### config.mk
export PLATFORM = sky130hd
export DESIGN_NAME = dual_crc_name_hash_matcher_core
export DESIGN_NICKNAME = d
export VERILOG_FILES = /design/src/dchm_pkg.sv /design/src/dchm_front.sv /design/src/dchm_queue.sv /design/src/dchm_back.sv /design/src/dual_crc_name_hash_matcher_core.sv
export VERILOG_INCLUDE_DIRS = /design/src /design/src/src
export SDC_FILE = /design/constraint.sdc
export NUM_CORES = 1
export LEC_CHECK = 0
export ABC_AREA = 1
export CORE_MARGIN = 2
export CORE_UTILIZATION = 45
export DETAILED_ROUTE_END_ITERATION = 10
export DONT_BUFFER_PORTS = 1
export SYNTH_ARGS = -nofsm -noshare
export SYNTH_HDL_FRONTEND = slang
export SYNTH_SLANG_ARGS = --single-unit
### constraint.sdc
create_clock -name clk -period 4.4 [get_ports clk]
set_input_delay 0.44 -clock clk [delete_from_list [all_inputs] [get_ports clk]]
set_output_delay 0.44 -clock clk [all_outputs]
set_load 0.05 [all_outputs]
### src/dual_crc_name_hash_matcher_core_defines.svh
// assertion macros for the dual crc name hash matcher
`ifndef DUAL_CRC_NAME_HASH_MATCHER_CORE_DEFINES_SVH
`define DUAL_CRC_NAME_HASH_MATCHER_CORE_DEFINES_SVH

`ifndef SYNTHESIS
// same-cycle implication
`define DCHM_ASSERT_NOW(label, clk, rst_n, ante, cons, msg) \
	label: assert property (@(posedge clk) disable iff (!rst_n) (ante) |-> (cons)) \
		else $error(msg);
// next-cycle implication
`define DCHM_ASSERT_NEXT(label, clk, rst_n, ante, cons, msg) \
	label: assert property (@(posedge clk) disable iff (!rst_n) (ante) |=> (cons)) \
		else $error(msg);
`else
`define DCHM_ASSERT_NOW(label, clk, rst_n, ante, cons, msg)
`define DCHM_ASSERT_NEXT(label, clk, rst_n, ante, cons, msg)
`endif

`endif

### src/dchm_pkg.sv
`timescale 1ns / 1ps
package dchm_pkg;

	localparam logic [31:0] POLY32     = 32'h04C1_1DB7;
	localparam logic [15:0] POLY16     = 16'h1021;
	localparam logic [31:0] CRC32_INIT = 32'hFFFF_FFFF;
	localparam logic [15:0] CRC16_INIT = 16'hFFFF;

	localparam int QUEUE_DEPTH = 4;
	localparam int QUEUE_AW    = 2;
	localparam int QUEUE_CW    = 3;

	typedef enum logic [0:0] {
		REG_TARGET_CRC32 = 1'b0,
		REG_TARGET_CRC16 = 1'b1
	} reg_index_t;

	typedef struct packed {
		logic [7:0] data_byte;
		logic       last;
	} dchm_in_t;

	typedef struct packed {
		logic        match;
		logic        too_long;
		logic [31:0] crc32_value;
		logic [15:0] crc16_value;
	} dchm_out_t;

	// one byte handed from the front to the back
	typedef struct packed {
		logic [7:0]  data_byte;
		logic        last;
		logic [31:0] crc32_value;
		logic        too_long;
	} dchm_entry_t;

	typedef struct packed {
		logic walk;
		logic emit;
	} dchm_status_t;

	function automatic logic [31:0] crc32_feed(input logic [31:0] crc, input logic [7:0] b);
		logic [31:0] c;
		c = crc ^ {b, 24'h0};
		for (int k = 0; k < 8; k++) begin
			c = c[31] ? ({c[30:0], 1'b0} ^ POLY32) : {c[30:0], 1'b0};
		end
		return c;
	endfunction

	function automatic logic [15:0] crc16_feed(input logic [15:0] crc, input logic [7:0] b);
		logic [15:0] c;
		c = crc ^ {b, 8'h0};
		for (int k = 0; k < 8; k++) begin
			c = c[15] ? ({c[14:0], 1'b0} ^ POLY16) : {c[14:0], 1'b0};
		end
		return c;
	endfunction

endpackage

### src/dchm_front.sv
`timescale 1ns / 1ps
module dchm_front #(
	parameter int MAX_NAME_LEN = 64
) (
	input  logic                 clk,
	input  logic                 arst_n,
	input  logic                 in_valid,
	output logic                 in_stall,
	input  dchm_pkg::dchm_in_t   in_data,
	input  logic                 q_full,
	output logic                 q_push,
	output dchm_pkg::dchm_entry_t q_entry
);

	localparam int CW = $clog2(MAX_NAME_LEN + 1);
	localparam logic [CW-1:0] MAX_CNT = CW'(MAX_NAME_LEN);

	logic [31:0]   crc_q;
	logic [CW-1:0] cnt_q;
	logic          ovf_q;
	logic [31:0]   crc_next;
	logic          full_now;

	assign in_stall = q_full;
	assign q_push   = in_valid & ~q_full;
	assign crc_next = dchm_pkg::crc32_feed(crc_q, in_data.data_byte);
	assign full_now = (cnt_q == MAX_CNT);

	assign q_entry.data_byte   = in_data.data_byte;
	assign q_entry.last        = in_data.last;
	assign q_entry.crc32_value = ~crc_next;
	assign q_entry.too_long    = ovf_q | full_now;

	always_ff @(posedge clk or negedge arst_n) begin
		if (!arst_n) begin
			crc_q <= dchm_pkg::CRC32_INIT;
			cnt_q <= '0;
			ovf_q <= 1'b0;
		end else if (q_push) begin
			if (in_data.last) begin
				crc_q <= dchm_pkg::CRC32_INIT;
				cnt_q <= '0;
				ovf_q <= 1'b0;
			end else begin
				crc_q <= crc_next;
				if (full_now) begin
					ovf_q <= 1'b1;
				end else begin
					cnt_q <= cnt_q + 1'b1;
				end
			end
		end
	end

endmodule

### src/dchm_queue.sv
`timescale 1ns / 1ps
module dchm_queue (
	input  logic                  clk,
	input  logic                  arst_n,
	input  logic                  push,
	input  dchm_pkg::dchm_entry_t push_entry,
	output logic                  full,
	input  logic                  pop,
	output dchm_pkg::dchm_entry_t pop_entry,
	output logic                  empty
);

	dchm_pkg::dchm_entry_t slot_q [dchm_pkg::QUEUE_DEPTH];
	logic [dchm_pkg::QUEUE_AW-1:0] wr_ptr_q;
	logic [dchm_pkg::QUEUE_AW-1:0] rd_ptr_q;
	logic [dchm_pkg::QUEUE_CW-1:0] count_q;
	logic do_push;
	logic do_pop;

	assign full      = (count_q == dchm_pkg::QUEUE_CW'(dchm_pkg::QUEUE_DEPTH));
	assign empty     = (count_q == '0);
	assign do_push   = push & ~full;
	assign do_pop    = pop & ~empty;
	assign pop_entry = slot_q[rd_ptr_q];

	always_ff @(posedge clk or negedge arst_n) begin
		if (!arst_n) begin
			wr_ptr_q <= '0;
			rd_ptr_q <= '0;
			count_q  <= '0;
		end else begin
			if (do_push) begin
				wr_ptr_q <= wr_ptr_q + 1'b1;
			end
			if (do_pop) begin
				rd_ptr_q <= rd_ptr_q + 1'b1;
			end
			if (do_push && !do_pop) begin
				count_q <= count_q + 1'b1;
			end else if (do_pop && !do_push) begin
				count_q <= count_q - 1'b1;
			end
		end
	end

	always_ff @(posedge clk) begin
		if (do_push) begin
			slot_q[wr_ptr_q] <= push_entry;
		end
	end

endmodule

### src/dchm_back.sv
`timescale 1ns / 1ps
module dchm_back #(
	parameter int MAX_NAME_LEN = 64
) (
	input  logic                   clk,
	input  logic                   arst_n,
	input  logic                   q_empty,
	output logic                   q_pop,
	input  dchm_pkg::dchm_entry_t  q_entry,
	input  logic [31:0]            target_crc32,
	input  logic [15:0]            target_crc16,
	output logic                   out_valid,
	input  logic                   out_stall,
	output dchm_pkg::dchm_out_t    out_data,
	output dchm_pkg::dchm_status_t status
);

	localparam int CW = $clog2(MAX_NAME_LEN + 1);
	localparam int AW = (MAX_NAME_LEN > 1) ? $clog2(MAX_NAME_LEN) : 1;
	localparam logic [CW-1:0] MAX_CNT = CW'(MAX_NAME_LEN);

	typedef enum logic [2:0] {
		ST_FILL = 3'b001,
		ST_WALK = 3'b010,
		ST_EMIT = 3'b100
	} back_state_t;

	back_state_t state_q;
	logic [CW-1:0] cnt_q;
	logic [CW-1:0] rem_q;
	logic [AW-1:0] ptr_q;
	logic          rd_pend_q;
	logic          out_valid_q;
	logic [15:0]   crc16_q;
	logic [31:0]   crc32_q;
	logic          too_long_q;
	logic [7:0]    rd_data_q;
	dchm_pkg::dchm_out_t out_q;
	logic [7:0]    mem [MAX_NAME_LEN];

	logic          has_room;
	logic          wr_en;
	logic [CW-1:0] cnt_after;
	logic          issue;
	logic          out_free;
	logic          fire;

	assign q_pop     = (state_q == ST_FILL) & ~q_empty;
	assign has_room  = (cnt_q < MAX_CNT);
	assign wr_en     = q_pop & has_room;
	assign cnt_after = has_room ? cnt_q + 1'b1 : cnt_q;
	assign issue     = (state_q == ST_WALK) & (rem_q != '0);
	assign out_free  = ~out_valid_q | ~out_stall;
	assign fire      = (state_q == ST_EMIT) & out_free;

	assign out_valid   = out_valid_q;
	assign out_data    = out_q;
	assign status.walk = (state_q == ST_WALK);
	assign status.emit = (state_q == ST_EMIT);

	always_ff @(posedge clk or negedge arst_n) begin
		if (!arst_n) begin
			state_q     <= ST_FILL;
			cnt_q       <= '0;
			rem_q       <= '0;
			rd_pend_q   <= 1'b0;
			out_valid_q <= 1'b0;
		end else begin
			rd_pend_q <= issue;
			if (fire) begin
				out_valid_q <= 1'b1;
			end else if (out_valid_q && !out_stall) begin
				out_valid_q <= 1'b0;
			end
			unique case (state_q)
				ST_FILL: begin
					if (q_pop) begin
						if (q_entry.last) begin
							cnt_q   <= '0;
							rem_q   <= cnt_after;
							state_q <= ST_WALK;
						end else begin
							cnt_q <= cnt_after;
						end
					end
				end
				ST_WALK: begin
					if (issue) begin
						rem_q <= rem_q - 1'b1;
					end else if (!rd_pend_q) begin
						state_q <= ST_EMIT;
					end
				end
				ST_EMIT: begin
					if (out_free) begin
						state_q <= ST_FILL;
					end
				end
				default: begin
					state_q <= ST_FILL;
				end
			endcase
		end
	end

	// payload side, no reset
	always_ff @(posedge clk) begin
		if (q_pop && q_entry.last) begin
			ptr_q      <= AW'(cnt_after - 1'b1);
			crc16_q    <= dchm_pkg::CRC16_INIT;
			crc32_q    <= q_entry.crc32_value;
			too_long_q <= q_entry.too_long;
		end else begin
			if (issue) begin
				ptr_q <= ptr_q - 1'b1;
			end
			if (rd_pend_q) begin
				crc16_q <= dchm_pkg::crc16_feed(crc16_q, rd_data_q);
			end
		end
		if (fire) begin
			out_q.crc32_value <= crc32_q;
			out_q.crc16_value <= ~crc16_q;
			out_q.too_long    <= too_long_q;
			out_q.match       <= ~too_long_q & (crc32_q == target_crc32)
				& (~crc16_q == target_crc16);
		end
	end

	// name buffer, one write and one registered read port
	always_ff @(posedge clk) begin
		if (wr_en) begin
			mem[cnt_q[AW-1:0]] <= q_entry.data_byte;
		end
		if (issue) begin
			rd_data_q <= mem[ptr_q];
		end
	end

endmodule

### src/dual_crc_name_hash_matcher_core.sv
`timescale 1ns / 1ps
// name hash matcher: takes a candidate name one byte per request (last marks the final
// byte), hashes it forward with a non-reflected crc-32 (poly 04c11db7, init all ones,
// inverted out) and backward over the first MAX_NAME_LEN stored bytes with a crc-16
// (poly 1021, init ffff, inverted out), and delivers one result per name with both hashes,
// too_long, and match (both hashes equal the targets and the name fit). the front takes a
// byte every cycle while its 4-entry queue has room; the back stores one byte per cycle
// while filling, then on the last byte walks the buffer backward through its single read
// port at one byte per cycle and hands the result off; it takes no new byte from the queue
// until that hand-off is done, so the queue absorbs bytes meanwhile. no clearing pass
// after reset. targets live at byte address 0 (crc-32) and 4 (crc-16, low 16 bits)
`include "dual_crc_name_hash_matcher_core_defines.svh"
module dual_crc_name_hash_matcher_core #(
	parameter int MAX_NAME_LEN = 64
) (
	input  logic                clk,
	input  logic                arst_n,
	// config port
	input  logic                psel,
	input  logic                penable,
	input  logic                pwrite,
	input  logic [2:0]          paddr,
	input  logic [31:0]         pwdata,
	output logic [31:0]         prdata,
	output logic                pready,
	// byte requests
	input  logic                in_valid,
	output logic                in_stall,
	input  dchm_pkg::dchm_in_t  in_data,
	// results
	output logic                out_valid,
	input  logic                out_stall,
	output dchm_pkg::dchm_out_t out_data
);

	logic [31:0] target_crc32_q;
	logic [15:0] target_crc16_q;
	logic        cfg_wr;
	dchm_pkg::reg_index_t cfg_idx;

	logic                   q_push;
	logic                   q_full;
	logic                   q_pop;
	logic                   q_empty;
	dchm_pkg::dchm_entry_t  push_entry;
	dchm_pkg::dchm_entry_t  pop_entry;
	dchm_pkg::dchm_status_t back_status;

	// register file, word index from paddr bit 2
	assign pready  = 1'b1;
	assign cfg_wr  = psel & penable & pwrite;
	assign cfg_idx = dchm_pkg::reg_index_t'(paddr[2]);

	always_comb begin
		unique case (cfg_idx)
			dchm_pkg::REG_TARGET_CRC32: prdata = target_crc32_q;
			dchm_pkg::REG_TARGET_CRC16: prdata = {16'h0, target_crc16_q};
			default:                    prdata = '0;
		endcase
	end

	always_ff @(posedge clk or negedge arst_n) begin
		if (!arst_n) begin
			target_crc32_q <= '0;
			target_crc16_q <= '0;
		end else if (cfg_wr) begin
			unique case (cfg_idx)
				dchm_pkg::REG_TARGET_CRC32: target_crc32_q <= pwdata;
				dchm_pkg::REG_TARGET_CRC16: target_crc16_q <= pwdata[15:0];
				default: ;
			endcase
		end
	end

	// front: running crc-32, length count, overflow flag
	dchm_front #(
		.MAX_NAME_LEN(MAX_NAME_LEN)
	) u_front (
		.clk      (clk),
		.arst_n   (arst_n),
		.in_valid (in_valid),
		.in_stall (in_stall),
		.in_data  (in_data),
		.q_full   (q_full),
		.q_push   (q_push),
		.q_entry  (push_entry)
	);

	// short queue decouples byte intake from the backward walk
	dchm_queue u_queue (
		.clk        (clk),
		.arst_n     (arst_n),
		.push       (q_push),
		.push_entry (push_entry),
		.full       (q_full),
		.pop        (q_pop),
		.pop_entry  (pop_entry),
		.empty      (q_empty)
	);

	// back: name buffer, crc-16 walk, compare and result register
	dchm_back #(
		.MAX_NAME_LEN(MAX_NAME_LEN)
	) u_back (
		.clk          (clk),
		.arst_n       (arst_n),
		.q_empty      (q_empty),
		.q_pop        (q_pop),
		.q_entry      (pop_entry),
		.target_crc32 (target_crc32_q),
		.target_crc16 (target_crc16_q),
		.out_valid    (out_valid),
		.out_stall    (out_stall),
		.out_data     (out_data),
		.status       (back_status)
	);

	// a name that overflowed never matches
	`DCHM_ASSERT_NOW(a_match_not_long, clk, arst_n, out_valid, !(out_data.match && out_data.too_long), "match with too_long")
	// a new result only comes out of the hand-off step
	`DCHM_ASSERT_NOW(a_out_from_emit, clk, arst_n, $rose(out_valid), $past(back_status.emit), "result without hand-off")
	// the walk and the hand-off never overlap
	`DCHM_ASSERT_NOW(a_walk_emit_excl, clk, arst_n, back_status.walk, !back_status.emit, "walk and hand-off together")
	// the hand-off leaves as soon as the result register is free
	`DCHM_ASSERT_NEXT(a_emit_leaves, clk, arst_n, back_status.emit && (!out_valid || !out_stall), !back_status.emit && out_valid, "hand-off stuck")

endmodule
==> qor.yml <==
status: "completed"
path_buf_inv: 2
vias: 24500
hpwl_um: 56100
io_buffers: 0
ys_seq_elements: 907
cp_top_family: "compound AO/OA/AOI/OAI gates"
cp_slowest_cell: "o22ai_4"
cp-start-kind: "flip-flop"
synth.avg_cell_area_um2: 11.2
yosysTopAreaCellShare: 0.610
via_per_inst: 5.28
route.detailed.drc: 0
peakVddDrop_v: 0.000615
synth_flop_cell: "edfxtp_1"
hold_ws_ns: 0.0593
routed_wl_um: 93500
synth-edff-count: 777
fp-row-count: 106
start_util: 0.456
drive_gt1_frac: 0.0832
syn_nets: 3475
fin_crit_sh: 0.724
p_leak_nw: 16.0
synth_xor_xnor_area_share: 0.0204
nNetsFinal: 3486
synth_top_family_by_area: "simple AND/OR/NAND/NOR gates"
gp_congestion: 0.865
ys_warn_count: 0
io_pins: 136
antenna_found_initial: 0
grt_overflow: 0
cp_common_cell: "buf_4"
crit_fanout: 56
cts.sink_count: 907
grt_max_degree: 159
placedCellCount: 4419
slew-limit-headroom: 0.182
area_delta_synth_final_pct: 11.6
critPathCaptureType: "flip-flop"
die-area_mm2: 0.0873
synth_area_leader_cell: "edfxtp_1"
worstMarginPinSlew_ns: 1.23
ctsResizeCount: 0
arrival_ns: 3.63
htreeDepth: 3
cp-endpoint: "u_back.mem[9][7]"
synth_common_cells: "936 x nand2_1, 777 x edfxtp_1, 488 x nand3_1, 233 x nor2_1, 182 x inv_1"
p_switching_mw: 12.7
setup_violations: 0
rsz0062_at_grt: "false"
cts_tree: "yes"
final_area_mm2: 0.0427
power_frac_comb: 0.353
synthAdderAreaFrac: 0.00380
clk_path_buf_depth: 3
cellInternalPower_mw: 19.7
clk_pin_slew_worst_paths_ns: 0.06
async_flop_share: 0.126
cp_cell_sequence: "buf_4 > o21ai_0 > o22ai_4 > buf_4"
synth_most_common_cell: "nand2_1"
ant_nets: 0
synth.mux.area_fraction: 0.000294
num_antenna_cells: 0
fin_skew_ns: 0.0342
slew_violations: 0
synth-simple-area-share: 0.194
fin_crit_ns: 3.19
syn_inst: 3413
root_buffer: "clkbuf_16"
yosysSeqAreaShare: 0.694
dpl_cell_area_mm2: 0.0393
wl_per_cell_um: 20.2
dr.pass1.iters: 5
synth_compound_area_frac: 0.0446
worstSetupPathType: "reg2reg"
tns_ns: 0
core_region_area_mm2: 0.0840
drt_iter0_markers: 2385
r2r-end: "u_back.mem[9][7]"
clkPwrFrac: 0.233
r2r_cells: 4
final_cell_count_no_fill: 4633
reg2reg_slack_ns: 1.21
power.density_mw_per_mm2: 757
yosysUniqueCellTypes: 51
swShare: 0.391
grt_usage: 0.212
synth_area_leaders: "edfxtp_1 61%, nand2_1 9.2%, nand3_1 6.4%"
first_global_vias: 22900
cap_violations: 0
die_w_um: 296
insertion_delay_ns: 0.64
r2r_start: "u_queue.rd_ptr_q[0]"
power_frac_seq: 0.413
hp-class: "in2reg"
die-height_um: 296
cp.required_ns: 4.84
slowest_delay_ns: 0.93
netlist_area_mm2: 0.0382
grt_pass1_wl_um: 141000
startpoint: "u_queue.rd_ptr_q[0]"
worst-path-stages: 4
max_freq_ghz: 0.314
numCtsBuffers: 93
hold_violations: 0
state kept, by name, summed over array words and instances, names as in the netlist, 6 cells and up:
register / flops
u_back.mem: 512
u_queue.slot_q: 168
u_back.out_data: 50
target_crc32_q: 32
u_back.crc32_q: 32
u_front.crc_q: 32
target_crc16_q: 16
u_back.crc16_q: 16
u_back.rd_data_q: 8
u_back.cnt_q: 7
u_back.rem_q: 7
u_front.cnt_q: 7
u_back.ptr_q: 6
cell type report:
cell class,instances,area [um^2]
Sequential cell,907,26500
Multi-Input combinational cell,2140,10200
Fill cell,7308,41300
Inverter,200,767
Clock inverter,45,374
Clock buffer,125,2540
Tap cell,1134,1420
Timing Repair Buffer,82,831
worst reg2reg max path, cell delays in order (launching register included):
cell     delay (ns)
dfrtp_2        0.77
buf_4          0.60
o21ai_0        0.27
o22ai_4        0.93
buf_4          0.44
power groups by stage:
| stage | logic [mW] | registers, mW | clock network, mW |
|---|---|---|---|
| final | 11.4 | 13.4 | 7.54 |
| after global routing | 12.6 | 13.5 | 7.96 |
| after CTS | 11.5 | 13.4 | 7.66 |
| after detailed placement | 11.4 | 13.5 | 0 |
| after global placement | 11.2 | 13.5 | 0 |
| after floorplan | 7.68 | 13.3 | 0 |
cells by family after synthesis:
logic type / Yosys count
buffers and inverters: 366
flip-flops: 907
other: 1
XOR/XNOR: 85
AO/OA/AOI/OAI: 305
multiplexers: 1
adder cells (fa/ha/maj): 11
AND/OR/NAND/NOR: 1737
how the worst min path moves through the flow:
stage	start	endpoint	slack (ns)	cells after the start
final	in_data[0]	u_front.cnt_q[0]	0.06	3
after global routing	in_data[0]	u_front.cnt_q[1]	0.08	3
after CTS	in_data[0]	u_front.cnt_q[4]	0.02	3
after detailed placement	arst_n	u_queue.wr_ptr_q[1]	0.15	0
after global placement	arst_n	u_queue.wr_ptr_q[1]	0.15	0
after floorplan	arst_n	target_crc16_q[0]	0.14	0
metal layers:
metal / up-vias / wire length, um / global-route usage
met1: 11900 / 42000 / 0.308
met3: 138 / 5090 / 0.0268
met5: - / 0 / 0
met2: 690 / 44100 / 0.337
met4: 0 / 2300 / 0.0613
li1: 11800 / - / -
what timing repair did:
action	CTS	global route
hold buffers	44	0
setup buffers	0	0
endpoints found under the hold margin	200	0
cell usage in the layout (no fill, tap or decap), drive strengths merged, types with 39 or more instances in the layout:
cell | Yosys | layout
o22ai | 63 | 63
o21ai | 169 | 169
clkbuf | 59 | 125
edfxtp | 777 | 777
a21oi | 39 | 39
inv | 199 | 201
dlygate4sd3 | 0 | 43
nand2 | 960 | 960
dfrtp | 81 | 81
nor2 | 242 | 242
buf | 107 | 39
nand3 | 499 | 499
xor2 | 60 | 60
metrics by stage:
step | utilization | worst slack, ns | total power, mW
floorplan | - | 1.04 | 20.9
global placement | 0.468 | 1.29 | 24.7
detailed placement | 0.468 | 1.25 | 24.9
CTS | 0.509 | 1.23 | 32.5
global route | 0.509 | 0.995 | 34.1
finish | 0.509 | 1.21 | 32.3
No activity file was read; power rests on OpenSTA's default activity.
